<file path="src/design/macd_pkg.sv">
package macd_pkg;

  localparam int MAX_PERIOD    = 255;
  localparam int FRACTION_BITS = 16;
  localparam int ALPHA_FRAC    = 30;
  localparam int ACC_W         = 48;
  localparam int VAL_W         = 33;
  localparam int DIV_W         = 42;
  localparam int DEN_W         = 9;
  localparam int PROD_W        = 64;

  localparam logic [1:0] REG_FAST   = 2'd0;
  localparam logic [1:0] REG_SLOW   = 2'd1;
  localparam logic [1:0] REG_SIGNAL = 2'd2;

  localparam logic [1:0] EMA_FAST   = 2'd0;
  localparam logic [1:0] EMA_SLOW   = 2'd1;
  localparam logic [1:0] EMA_SIGNAL = 2'd2;

  typedef enum logic [2:0] {
    ST_IDLE,
    ST_EVAL,
    ST_SEED,
    ST_ALPHA,
    ST_MUL,
    ST_UPD,
    ST_NEXT,
    ST_DONE
  } state_t;

  typedef enum logic [1:0] {
    EV_NONE,
    EV_SEED,
    EV_ALPHA,
    EV_MUL
  } eval_t;

  typedef struct packed {
    logic       latch_in;
    logic [1:0] k;
    logic       eval_commit;
    logic       div_go;
    logic       div_alpha;
    logic       seed_write;
    logic       alpha_write;
    logic       mul_load;
    logic       upd_write;
    logic       finish;
  } cmd_t;

  typedef struct packed {
    eval_t ev;
    logic  div_busy;
    logic  out_free;
  } status_t;

  function automatic logic [7:0] clamp_period(input logic [7:0] p);
    logic [15:0] w;
    w = {8'd0, p};
    if (w > 16'(MAX_PERIOD)) begin
      return 8'(MAX_PERIOD);
    end
    return p;
  endfunction

endpackage

</file>
<file path="src/design/macd_in_if.sv">
interface macd_in_if;
  logic        valid;
  logic        ready;
  logic [31:0] price;
  logic        price_missing;

  modport source (output valid, price, price_missing, input ready);
  modport sink (input valid, price, price_missing, output ready);
endinterface

</file>
<file path="src/design/macd_out_if.sv">
interface macd_out_if;
  logic               valid;
  logic               ready;
  logic               macd_valid;
  logic signed [32:0] macd_value;
  logic               signal_valid;
  logic signed [32:0] signal_line;
  logic signed [32:0] histogram;
  logic               cross_up;
  logic               cross_down;

  modport source (output valid, macd_valid, macd_value, signal_valid, signal_line,
                  histogram, cross_up, cross_down, input ready);
  modport sink (input valid, macd_valid, macd_value, signal_valid, signal_line,
                histogram, cross_up, cross_down, output ready);
endinterface

</file>
<file path="src/design/macd_cfg_if.sv">
interface macd_cfg_if;
  logic       valid;
  logic       ready;
  logic [1:0] index;
  logic [7:0] data;

  modport source (output valid, index, data, input ready);
  modport sink (input valid, index, data, output ready);
endinterface

</file>
<file path="src/design/macd_div.sv">
// Restoring divider, one quotient bit per cycle.
module macd_div (
  input  logic                          clk,
  input  logic                          rst,
  input  logic                          start,
  input  logic [macd_pkg::DIV_W-1:0]    num,
  input  logic [macd_pkg::DEN_W-1:0]    den,
  output logic                          busy,
  output logic [macd_pkg::DIV_W-1:0]    quo
);

  logic [macd_pkg::DEN_W-1:0] rem;
  logic [macd_pkg::DEN_W-1:0] den_q;
  logic [5:0]                 cnt;
  logic [macd_pkg::DEN_W:0]   trial;
  logic                       take;

  always_comb begin
    trial = {rem, quo[macd_pkg::DIV_W-1]};
    take  = trial >= {1'b0, den_q};
  end

  always_ff @(posedge clk) begin
    if (rst) begin
      busy <= 1'b0;
      cnt  <= '0;
    end else if (start) begin
      busy <= 1'b1;
      cnt  <= 6'(macd_pkg::DIV_W);
    end else if (busy) begin
      cnt <= cnt - 6'd1;
      if (cnt == 6'd1) begin
        busy <= 1'b0;
      end
    end
  end

  always_ff @(posedge clk) begin
    if (start) begin
      rem   <= '0;
      quo   <= num;
      den_q <= den;
    end else if (busy) begin
      rem <= take ? macd_pkg::DEN_W'(trial - {1'b0, den_q}) : trial[macd_pkg::DEN_W-1:0];
      quo <= {quo[macd_pkg::DIV_W-2:0], take};
    end
  end

endmodule

</file>
<file path="src/design/macd_datapath.sv">
module macd_datapath (
  input  logic              clk,
  input  logic              rst,
  input  macd_pkg::cmd_t    cmd,
  output macd_pkg::status_t status,
  input  logic [31:0]       price,
  input  logic              price_missing,
  input  logic              cfg_we,
  input  logic [1:0]        cfg_index,
  input  logic [7:0]        cfg_data,
  input  logic              out_ready,
  output logic              out_valid,
  output logic              macd_valid,
  output logic signed [32:0] macd_value,
  output logic              signal_valid,
  output logic signed [32:0] signal_line,
  output logic signed [32:0] histogram,
  output logic              cross_up,
  output logic              cross_down
);

  logic [7:0]                         period [3];
  logic signed [macd_pkg::ACC_W-1:0]  acc    [3];
  logic [7:0]                         cnt    [3];
  logic [31:0]                        alpha  [3];
  logic [2:0]          started, seeded, dead, alpha_ok, vld;
  logic [31:0]         price_q;
  logic                missing_q;
  logic                seed_neg, d_neg;
  logic [macd_pkg::PROD_W-1:0] prod;
  logic signed [32:0]  prev_macd, prev_sig;
  logic                prev_bv;

  logic [7:0]                        pk;
  logic signed [macd_pkg::ACC_W-1:0] acc_k, x, sum, sum_mag, d, d_mag, r;
  logic signed [32:0]   macd;
  logic                 mv, present;
  logic [7:0]           cnt1;
  logic [8:0]           pk1;
  logic [macd_pkg::DIV_W-1:0] div_num, quo;
  logic [macd_pkg::DEN_W-1:0] div_den;
  logic                 div_busy;
  logic                 gv, free;
  logic signed [33:0]   hdiff;
  logic signed [32:0]   sig, hist;

  always_comb begin
    pk      = macd_pkg::clamp_period(period[cmd.k]);
    pk1     = {1'b0, pk} + 9'd1;
    acc_k   = acc[cmd.k];
    macd    = 33'(acc[0] - acc[1]);
    mv      = vld[0] & vld[1];
    x       = (cmd.k == macd_pkg::EMA_SIGNAL) ? macd_pkg::ACC_W'(macd)
                                              : macd_pkg::ACC_W'({1'b0, price_q});
    present = (cmd.k == macd_pkg::EMA_SIGNAL) ? mv : !missing_q;
    sum     = (started[cmd.k] ? acc_k : '0) + x;
    cnt1    = (started[cmd.k] ? cnt[cmd.k] : 8'd0) + 8'd1;
    sum_mag = sum[macd_pkg::ACC_W-1] ? -sum : sum;

    status.ev = macd_pkg::EV_NONE;
    if (pk != 8'd0 && !dead[cmd.k] && present) begin
      if (!seeded[cmd.k]) begin
        if (cnt1 >= pk) begin
          status.ev = macd_pkg::EV_SEED;
        end
      end else if (alpha_ok[cmd.k]) begin
        status.ev = macd_pkg::EV_MUL;
      end else begin
        status.ev = macd_pkg::EV_ALPHA;
      end
    end

    if (cmd.div_alpha) begin
      div_num = macd_pkg::DIV_W'(64'd1 << (macd_pkg::ALPHA_FRAC + 1))
              + macd_pkg::DIV_W'(pk1 >> 1);
      div_den = pk1;
    end else begin
      div_num = sum_mag[macd_pkg::DIV_W-1:0] + macd_pkg::DIV_W'(cnt1 >> 1);
      div_den = {1'b0, cnt1};
    end

    d     = x - acc_k;
    d_mag = d[macd_pkg::ACC_W-1] ? -d : d;
    r     = macd_pkg::ACC_W'((prod + (64'd1 << (macd_pkg::ALPHA_FRAC - 1)))
                             >> macd_pkg::ALPHA_FRAC);

    gv    = vld[2] & mv;
    sig   = acc[2][32:0];
    hdiff = 34'(macd) - 34'(sig);
    if (hdiff > 34'sh0FFFFFFFF) begin
      hist = 33'sh0FFFFFFFF;
    end else if (hdiff < -34'sh100000000) begin
      hist = 33'sh100000000;
    end else begin
      hist = hdiff[32:0];
    end

    free            = !out_valid || out_ready;
    status.out_free = free;
    status.div_busy = div_busy;
  end

  macd_div u_div (
    .clk   (clk),
    .rst   (rst),
    .start (cmd.div_go),
    .num   (div_num),
    .den   (div_den),
    .busy  (div_busy),
    .quo   (quo)
  );

  always_ff @(posedge clk) begin
    if (rst) begin
      period[0] <= 8'd12;
      period[1] <= 8'd26;
      period[2] <= 8'd9;
      acc[0]    <= '0;
      acc[1]    <= '0;
      acc[2]    <= '0;
      cnt[0]    <= '0;
      cnt[1]    <= '0;
      cnt[2]    <= '0;
      started   <= '0;
      seeded    <= '0;
      dead      <= '0;
      alpha_ok  <= '0;
      vld       <= '0;
      prev_macd <= '0;
      prev_sig  <= '0;
      prev_bv   <= 1'b0;
      out_valid <= 1'b0;
    end else begin
      if (cfg_we) begin
        alpha_ok <= '0;
        case (cfg_index)
          macd_pkg::REG_FAST:   period[0] <= cfg_data;
          macd_pkg::REG_SLOW:   period[1] <= cfg_data;
          macd_pkg::REG_SIGNAL: period[2] <= cfg_data;
          default: ;
        endcase
      end
      if (cmd.latch_in) begin
        vld <= '0;
      end
      if (cmd.eval_commit && pk != 8'd0 && !dead[cmd.k]) begin
        if (!present) begin
          if (started[cmd.k]) begin
            dead[cmd.k] <= 1'b1;
          end
        end else if (!seeded[cmd.k]) begin
          acc[cmd.k]     <= sum;
          cnt[cmd.k]     <= cnt1;
          started[cmd.k] <= 1'b1;
        end
      end
      if (cmd.seed_write) begin
        acc[cmd.k]    <= seed_neg ? -macd_pkg::ACC_W'(quo) : macd_pkg::ACC_W'(quo);
        seeded[cmd.k] <= 1'b1;
        vld[cmd.k]    <= 1'b1;
      end
      if (cmd.alpha_write) begin
        alpha_ok[cmd.k] <= 1'b1;
      end
      if (cmd.upd_write) begin
        acc[cmd.k] <= d_neg ? acc_k - r : acc_k + r;
        vld[cmd.k] <= 1'b1;
      end
      if (cmd.finish) begin
        out_valid <= 1'b1;
        prev_bv   <= gv;
        prev_macd <= gv ? macd : '0;
        prev_sig  <= gv ? sig : '0;
      end else if (out_valid && out_ready) begin
        out_valid <= 1'b0;
      end
    end
  end

  always_ff @(posedge clk) begin
    if (cmd.latch_in) begin
      price_q   <= price;
      missing_q <= price_missing;
    end
    if (cmd.div_go) begin
      seed_neg <= sum[macd_pkg::ACC_W-1];
    end
    if (cmd.alpha_write) begin
      alpha[cmd.k] <= quo[31:0];
    end
    if (cmd.mul_load) begin
      prod  <= {30'd0, d_mag[33:0]} * {32'd0, alpha[cmd.k]};
      d_neg <= d[macd_pkg::ACC_W-1];
    end
    if (cmd.finish) begin
      macd_valid   <= mv;
      macd_value   <= mv ? macd : '0;
      signal_valid <= gv;
      signal_line  <= gv ? sig : '0;
      histogram    <= gv ? hist : '0;
      cross_up     <= gv && prev_bv && macd > sig && prev_macd <= prev_sig;
      cross_down   <= gv && prev_bv && macd < sig && prev_macd >= prev_sig;
    end
  end

endmodule

</file>
<file path="src/design/macd_ctrl.sv">
// Walks fast, slow, then signal EMA for each sample.
module macd_ctrl (
  input  logic              clk,
  input  logic              rst,
  input  logic              in_valid,
  output logic              in_ready,
  input  macd_pkg::status_t status,
  output macd_pkg::cmd_t    cmd
);

  macd_pkg::state_t state, state_next;
  logic [1:0]       k, k_next;

  always_ff @(posedge clk) begin
    if (rst) begin
      state <= macd_pkg::ST_IDLE;
      k     <= macd_pkg::EMA_FAST;
    end else begin
      state <= state_next;
      k     <= k_next;
    end
  end

  always_comb begin
    state_next = state;
    k_next     = k;
    cmd        = '0;
    cmd.k      = k;
    in_ready   = 1'b0;
    case (state)
      macd_pkg::ST_IDLE: begin
        in_ready = 1'b1;
        if (in_valid) begin
          cmd.latch_in = 1'b1;
          k_next       = macd_pkg::EMA_FAST;
          state_next   = macd_pkg::ST_EVAL;
        end
      end
      macd_pkg::ST_EVAL: begin
        cmd.eval_commit = 1'b1;
        case (status.ev)
          macd_pkg::EV_SEED: begin
            cmd.div_go = 1'b1;
            state_next = macd_pkg::ST_SEED;
          end
          macd_pkg::EV_ALPHA: begin
            cmd.div_go    = 1'b1;
            cmd.div_alpha = 1'b1;
            state_next    = macd_pkg::ST_ALPHA;
          end
          macd_pkg::EV_MUL: state_next = macd_pkg::ST_MUL;
          default:          state_next = macd_pkg::ST_NEXT;
        endcase
      end
      macd_pkg::ST_SEED: begin
        if (!status.div_busy) begin
          cmd.seed_write = 1'b1;
          state_next     = macd_pkg::ST_NEXT;
        end
      end
      macd_pkg::ST_ALPHA: begin
        if (!status.div_busy) begin
          cmd.alpha_write = 1'b1;
          state_next      = macd_pkg::ST_MUL;
        end
      end
      macd_pkg::ST_MUL: begin
        cmd.mul_load = 1'b1;
        state_next   = macd_pkg::ST_UPD;
      end
      macd_pkg::ST_UPD: begin
        cmd.upd_write = 1'b1;
        state_next    = macd_pkg::ST_NEXT;
      end
      macd_pkg::ST_NEXT: begin
        if (k == macd_pkg::EMA_SIGNAL) begin
          state_next = macd_pkg::ST_DONE;
        end else begin
          k_next     = k + 2'd1;
          state_next = macd_pkg::ST_EVAL;
        end
      end
      macd_pkg::ST_DONE: begin
        if (status.out_free) begin
          cmd.finish = 1'b1;
          state_next = macd_pkg::ST_IDLE;
        end
      end
      default: state_next = macd_pkg::ST_IDLE;
    endcase
  end

endmodule

</file>
<file path="src/design/macd_crossover_indicator.sv">
// channel   dir  payload
// samples   in   price[31:0], price_missing
// results   out  macd_valid, macd_value, signal_valid, signal_line, histogram,
//                cross_up, cross_down
// cfg       in   index[1:0] (0 fast, 1 slow, 2 signal period), data[7:0]
//
// One sample at a time. An EMA with no value is only evaluated; otherwise it gets a
// multiply-add update, its seed mean goes through the shared 42-step divider, or a
// new alpha is divided out before the update. The sequencer also has states for
// accepting the sample and loading the result.
// Alphas are recomputed once after reset and after each config write.
// Synchronous reset restores the default periods and clears all EMA state.
// A stalled result register holds the sequencer in its last state; cfg is always ready.
module macd_crossover_indicator (
  input logic         clk,
  input logic         rst,
  macd_in_if.sink     samples,
  macd_out_if.source  results,
  macd_cfg_if.sink    cfg
);

  macd_pkg::cmd_t    cmd;
  macd_pkg::status_t status;

  assign cfg.ready = 1'b1;

  macd_ctrl u_ctrl (
    .clk      (clk),
    .rst      (rst),
    .in_valid (samples.valid),
    .in_ready (samples.ready),
    .status   (status),
    .cmd      (cmd)
  );

  macd_datapath u_dp (
    .clk           (clk),
    .rst           (rst),
    .cmd           (cmd),
    .status        (status),
    .price         (samples.price),
    .price_missing (samples.price_missing),
    .cfg_we        (cfg.valid),
    .cfg_index     (cfg.index),
    .cfg_data      (cfg.data),
    .out_ready     (results.ready),
    .out_valid     (results.valid),
    .macd_valid    (results.macd_valid),
    .macd_value    (results.macd_value),
    .signal_valid  (results.signal_valid),
    .signal_line   (results.signal_line),
    .histogram     (results.histogram),
    .cross_up      (results.cross_up),
    .cross_down    (results.cross_down)
  );

endmodule

</file>
<file path="src/flat_wrapper.sv">
// flat-port wrapper written by rule: the top's interface ports become plain ports
module macd_crossover_indicator_flat 
  (clk, rst, samples_valid, samples_price, samples_price_missing, samples_ready, results_valid, results_macd_valid, results_macd_value, results_signal_valid, results_signal_line, results_histogram, results_cross_up, results_cross_down, results_ready, cfg_valid, cfg_index, cfg_data, cfg_ready);
  macd_in_if samples_i ();
  macd_out_if results_i ();
  macd_cfg_if cfg_i ();
  input logic clk;
  input logic rst;
  input wire logic [$bits(samples_i.valid)-1:0] samples_valid;
  input wire logic [$bits(samples_i.price)-1:0] samples_price;
  input wire logic [$bits(samples_i.price_missing)-1:0] samples_price_missing;
  output wire logic [$bits(samples_i.ready)-1:0] samples_ready;
  output wire logic [$bits(results_i.valid)-1:0] results_valid;
  output wire logic [$bits(results_i.macd_valid)-1:0] results_macd_valid;
  output wire logic [$bits(results_i.macd_value)-1:0] results_macd_value;
  output wire logic [$bits(results_i.signal_valid)-1:0] results_signal_valid;
  output wire logic [$bits(results_i.signal_line)-1:0] results_signal_line;
  output wire logic [$bits(results_i.histogram)-1:0] results_histogram;
  output wire logic [$bits(results_i.cross_up)-1:0] results_cross_up;
  output wire logic [$bits(results_i.cross_down)-1:0] results_cross_down;
  input wire logic [$bits(results_i.ready)-1:0] results_ready;
  input wire logic [$bits(cfg_i.valid)-1:0] cfg_valid;
  input wire logic [$bits(cfg_i.index)-1:0] cfg_index;
  input wire logic [$bits(cfg_i.data)-1:0] cfg_data;
  output wire logic [$bits(cfg_i.ready)-1:0] cfg_ready;
  assign samples_i.valid = samples_valid;
  assign samples_i.price = samples_price;
  assign samples_i.price_missing = samples_price_missing;
  assign samples_ready = samples_i.ready;
  assign results_valid = results_i.valid;
  assign results_macd_valid = results_i.macd_valid;
  assign results_macd_value = results_i.macd_value;
  assign results_signal_valid = results_i.signal_valid;
  assign results_signal_line = results_i.signal_line;
  assign results_histogram = results_i.histogram;
  assign results_cross_up = results_i.cross_up;
  assign results_cross_down = results_i.cross_down;
  assign results_i.ready = results_ready;
  assign cfg_i.valid = cfg_valid;
  assign cfg_i.index = cfg_index;
  assign cfg_i.data = cfg_data;
  assign cfg_ready = cfg_i.ready;
  macd_crossover_indicator u_core (.clk(clk), .rst(rst), .samples(samples_i), .results(results_i), .cfg(cfg_i));
endmodule
</file>
<file path="config.mk">
export PLATFORM = sky130hd
export DESIGN_NAME = macd_crossover_indicator_flat
export DESIGN_NICKNAME = d
export VERILOG_FILES = /design/src/design/macd_pkg.sv /design/src/design/macd_in_if.sv /design/src/design/macd_out_if.sv /design/src/design/macd_cfg_if.sv /design/src/design/macd_div.sv /design/src/design/macd_datapath.sv /design/src/design/macd_ctrl.sv /design/src/design/macd_crossover_indicator.sv /design/src/flat_wrapper.sv
export SDC_FILE = /design/constraint.sdc
export NUM_CORES = 2
export LEC_CHECK = 0
export BUFFER_PORTS_ARGS = -buffer_cell sky130_fd_sc_hd__clkbuf_2
export CORE_AREA = 4 4 332 416
export CTS_CLUSTER_SIZE = 10
export DETAILED_ROUTE_END_ITERATION = 8
export DIE_AREA = 0 0 336 420
export GPL_ROUTABILITY_DRIVEN = 0
export MAX_ROUTING_LAYER = met4
export PLACE_DENSITY = 0.8
export SLEW_MARGIN = 20
export SYNTH_ARGS = -nofsm -noshare
export SYNTH_HDL_FRONTEND = slang
export SYNTH_SLANG_ARGS = --single-unit
</file>
<file path="constraint.sdc">
create_clock -name clk -period 26.7 [get_ports clk]
set_clock_uncertainty 0.2 [all_clocks]
set_input_delay 5.34 -clock clk [delete_from_list [all_inputs] [get_ports clk]]
set_output_delay 5.34 -clock clk [all_outputs]
set_load 0.02 [all_outputs]
</file>
==> run_results.csv <==
group,metric,value,unit
logic_synthesis,ys_seq_elements,674,
timing,maxSlewViolCount,3,
clock_tree,cts_resized,0,
layout,final_nets,9895,
critical_path,cpMostUsedCell,"fa_1",
placement,dp_cells,10000,
critical_path,end_kind,"flip-flop",
logic_synthesis,netlist_area,77400,sq um
timing,relSlewSlack,-0.0590,
timing,worst_slew_pin_slew,1570,ps
critical_path,start_kind,"flip-flop",
global_route,grt_max_degree,140,
global_route,overflow,0,
global_route,grt_use_total,0.378,
critical_path,crit_slowest_cell,"xnor2_1",
drt,drc,9,
logic_synthesis,synth.distinct_cells,126,
drt,wirelength,257000,um
timing,min_period,17950,ps
timing,grt_setup_unrepaired,"false",
layout,fillers,10700,
floorplanning,die_h,420,um
drt,drt_iter0_drc,8345,
timing,setup_violations,0,
logic_synthesis,synth-edff-count,568,
global_route,grt_first_pass_wirelength,391000,um
layout,syn_to_final_growth,7.05,%
timing,hold_viol_final,0,
logic_synthesis,ys_top_cells_by_area,"fa_1 (25%), edfxtp_1 (22%), ha_1 (8.2%)",
clock_tree,cts.clk_slew.worst_paths,60,ps
clock_tree,clock_tree.root_cell,"clkbuf_16",
timing,fmax,55.7,MHz
global_route,top_usage_layer,"met2",
logic_synthesis,yosysSeqAreaShare,0.248,
critical_path,crit_required,26890,ps
drt,dr.pass1.iters,9,
critical_path,cp_slowest_stage_delay,670,ps
clock_tree,clk_latency,700,ps
clock_tree,cts_made_buffers,79,
flow_run,max_cap_violations,1,
placement,dp.final_hpwl,195000,um
global_route,grt_antenna_before_repair,15,
floorplanning,pin_count,154,
drt,wl_per_cell,25.2,um
layout,drive_gt1_frac,0.0753,
placement,port_buffers,152,
floorplanning,fp.dieW,336,um
outcome,violations,"design-rule violations, max-capacitance violations, max-slew violations",
clock_tree,clock-sinks,674,
critical_path,crit_fanout,31,
logic_synthesis,yosys.area.top_type_share,0.248,
clock_tree,htree_levels,3,
global_route,grt_pass1_vias,67900,
global_route,gr-usage-met3,0.109,
logic_synthesis,avgSynthCellArea,9.26,sq um
critical_path,worstPathArrival,18140,ps
hold_path,hold_path_class,"reg2reg",
placement,post_dp_cell_area,80400,sq um
timing,finalCritPeriodShare,0.672,
clock_tree,cts_tree,"yes",
floorplanning,core,134000,sq um
timing,fin_setup_tns,0,ps
drt,vias_per_cell,6.43,
clock_tree,cts_buffer_depth,3,
logic_synthesis,yosysTopAreaCell,"fa_1",
logic_synthesis,ys.flop_type,"edfxtp_1",
clock_tree,hold_buffers,0,
logic_synthesis,syn_inst,8362,
logic_synthesis,syn_nets,9877,
outcome,status,"finished with violations",
global_route,use_met1,0.403,
drt,final_antenna_net_count,0,
logic_synthesis,ys.warnings.count,0,
floorplanning,rows,150,
drt,via_count,65600,
layout,layoutNonFillerInstCount,10200,
floorplanning,die_area,141000,sq um
logic_synthesis,synthArstFlopShare,0,
global_route,grt_use_met2,0.586,
floorplanning,initial_core_util,0.580,
clock_tree,postCtsSetupBuffers,0,
critical_path,crit_type,"reg2reg",
layout,finalInstanceArea,82900,sq um
==> sequential cells by signal, indices dropped and copies added (netlist names), 33 cells and up, named ones only <==
register / count
u_core.u_dp.histogram: 33
u_core.u_dp.signal_line: 33
u_core.u_dp.alpha: 96
u_core.u_dp.acc: 192
u_core.u_dp.prod: 35
u_core.u_dp.macd_value: 33
u_core.u_dp.prev_macd: 33
u_core.u_dp.u_div.quo: 42
u_core.u_dp.prev_sig: 33
==> Yosys cell counts (all sizes together) (65+ instances only) <==
master / count
ha: 506
nand2: 936
fa: 961
o21a: 69
a21o: 139
xor2: 179
mux2i: 65
nor3: 84
dfxtp: 106
nand3: 104
o21ai: 253
and2: 70
inv: 1232
edfxtp: 568
nor2: 1127
a21oi: 363
nand2b: 72
clkbuf: 335
xnor2: 269
==> path summary, 6_finish.rpt <==
path / from / end / slack, ps / depth (start not counted)
setup / recovery: u_core.u_dp.acc[1][1]$_SDFFCE_PN0P_ / u_core.u_dp.prod[49]$_DFFE_PP_ / 8750 / 64
setup reg to reg: u_core.u_dp.acc[1][1]$_SDFFCE_PN0P_ / u_core.u_dp.prod[49]$_DFFE_PP_ / 8750 / 64
hold reg to reg: u_core.u_dp.prev_sig[15]$_SDFFE_PP0P_ / u_core.u_dp.prev_sig[15]$_SDFFE_PP0P_ / 250 / 2
hold / removal: u_core.u_dp.prev_sig[15]$_SDFFE_PP0P_ / u_core.u_dp.prev_sig[15]$_SDFFE_PP0P_ / 250 / 2
==> logic make-up (layout without fill, tap and decap cells) <==
| logic type | count (synthesis) | after routing | share of synthesized area |
|---|---|---|---|
| and+or+nand+nor | 2726 | 2726 | 0.154 |
| adders and majority gates | 1467 | 1467 | 0.330 |
| DFF | 674 | 674 | 0.248 |
| other | 1 | 20 | 0.0000484 |
| AOI/OAI and AO/OA | 1281 | 1281 | 0.109 |
| xor gates and xnor gates | 448 | 448 | 0.0510 |
| buffers and inverters | 1613 | 1682 | 0.0787 |
| muxes | 152 | 152 | 0.0290 |
==> worst max-delay path, delay by kind of cell, from the launching register on <==
family	cells	cell delay (ps)
adders and majority gates	11	4890
DFF	1	380
xor gates and xnor gates	3	1150
muxes	1	330
AOI/OAI and AO/OA	35	8250
and+or+nand+nor	8	1240
buffers and inverters	6	1150
==> cell usage in the layout (no fill, tap or decap), types with 20 or more instances in the layout <==
cell	n
nor3_1	79
xnor2_1	261
nand4_1	58
mux4_2	55
nor2b_1	59
a22o_1	25
clkbuf_16	83
o21ai_0	208
a31oi_1	43
ha_1	505
clkbuf_2	151
buf_4	159
o22ai_1	20
a211oi_1	41
mux2_2	32
nand3_1	103
nor2_1	1121
a21o_1	139
inv_1	1225
o21a_1	64
or3_1	44
o31ai_1	35
nor4_1	21
o21bai_1	27
and3_1	48
fa_1	961
a22oi_1	40
o21ai_1	33
edfxtp_1	568
or4_1	22
a21oi_1	360
nand2b_1	71
a221oi_1	21
and2_1	66
nand2_1	930
clkbuf_1	40
mux2i_1	65
dfxtp_1	104
xor2_1	173
==> cell type report <==
cell class | instances | area [sq um] | area share
tap | 1748 | 2190 | 0.0264
timing repair buffer | 314 | 2030 | 0.0245
multi-input combinational | 6075 | 52400 | 0.632
clock inverter | 8 | 145 | 0.00175
sequential | 674 | 19200 | 0.231
clock buffer | 124 | 2240 | 0.0270
antenna | 19 | 47.5 | 0.000573
inverter | 1236 | 4640 | 0.0560
==> per-stage QoR <==
step / worst slack [ps] / hold WS [ps] / utilization
finish: 8750 / 253 / 0.620
global route: 8210 / 270 / 0.620
CTS: 9290 / 254 / 0.620
global placement: 9770 / 241 / 0.602
detailed placement: 9360 / 247 / 0.602
floorplan: 11480 / 236 / -
==> per-layer routing <==
metal,vias up,share of wire
li1,27500,-
met1,31400,0.31
met2,4898,0.46
met3,1762,0.12
met4,0,0.11
met5,-,0
Power is not shown: default switching activity piles up to over one toggle a cycle in this logic, so the estimate is an artifact.
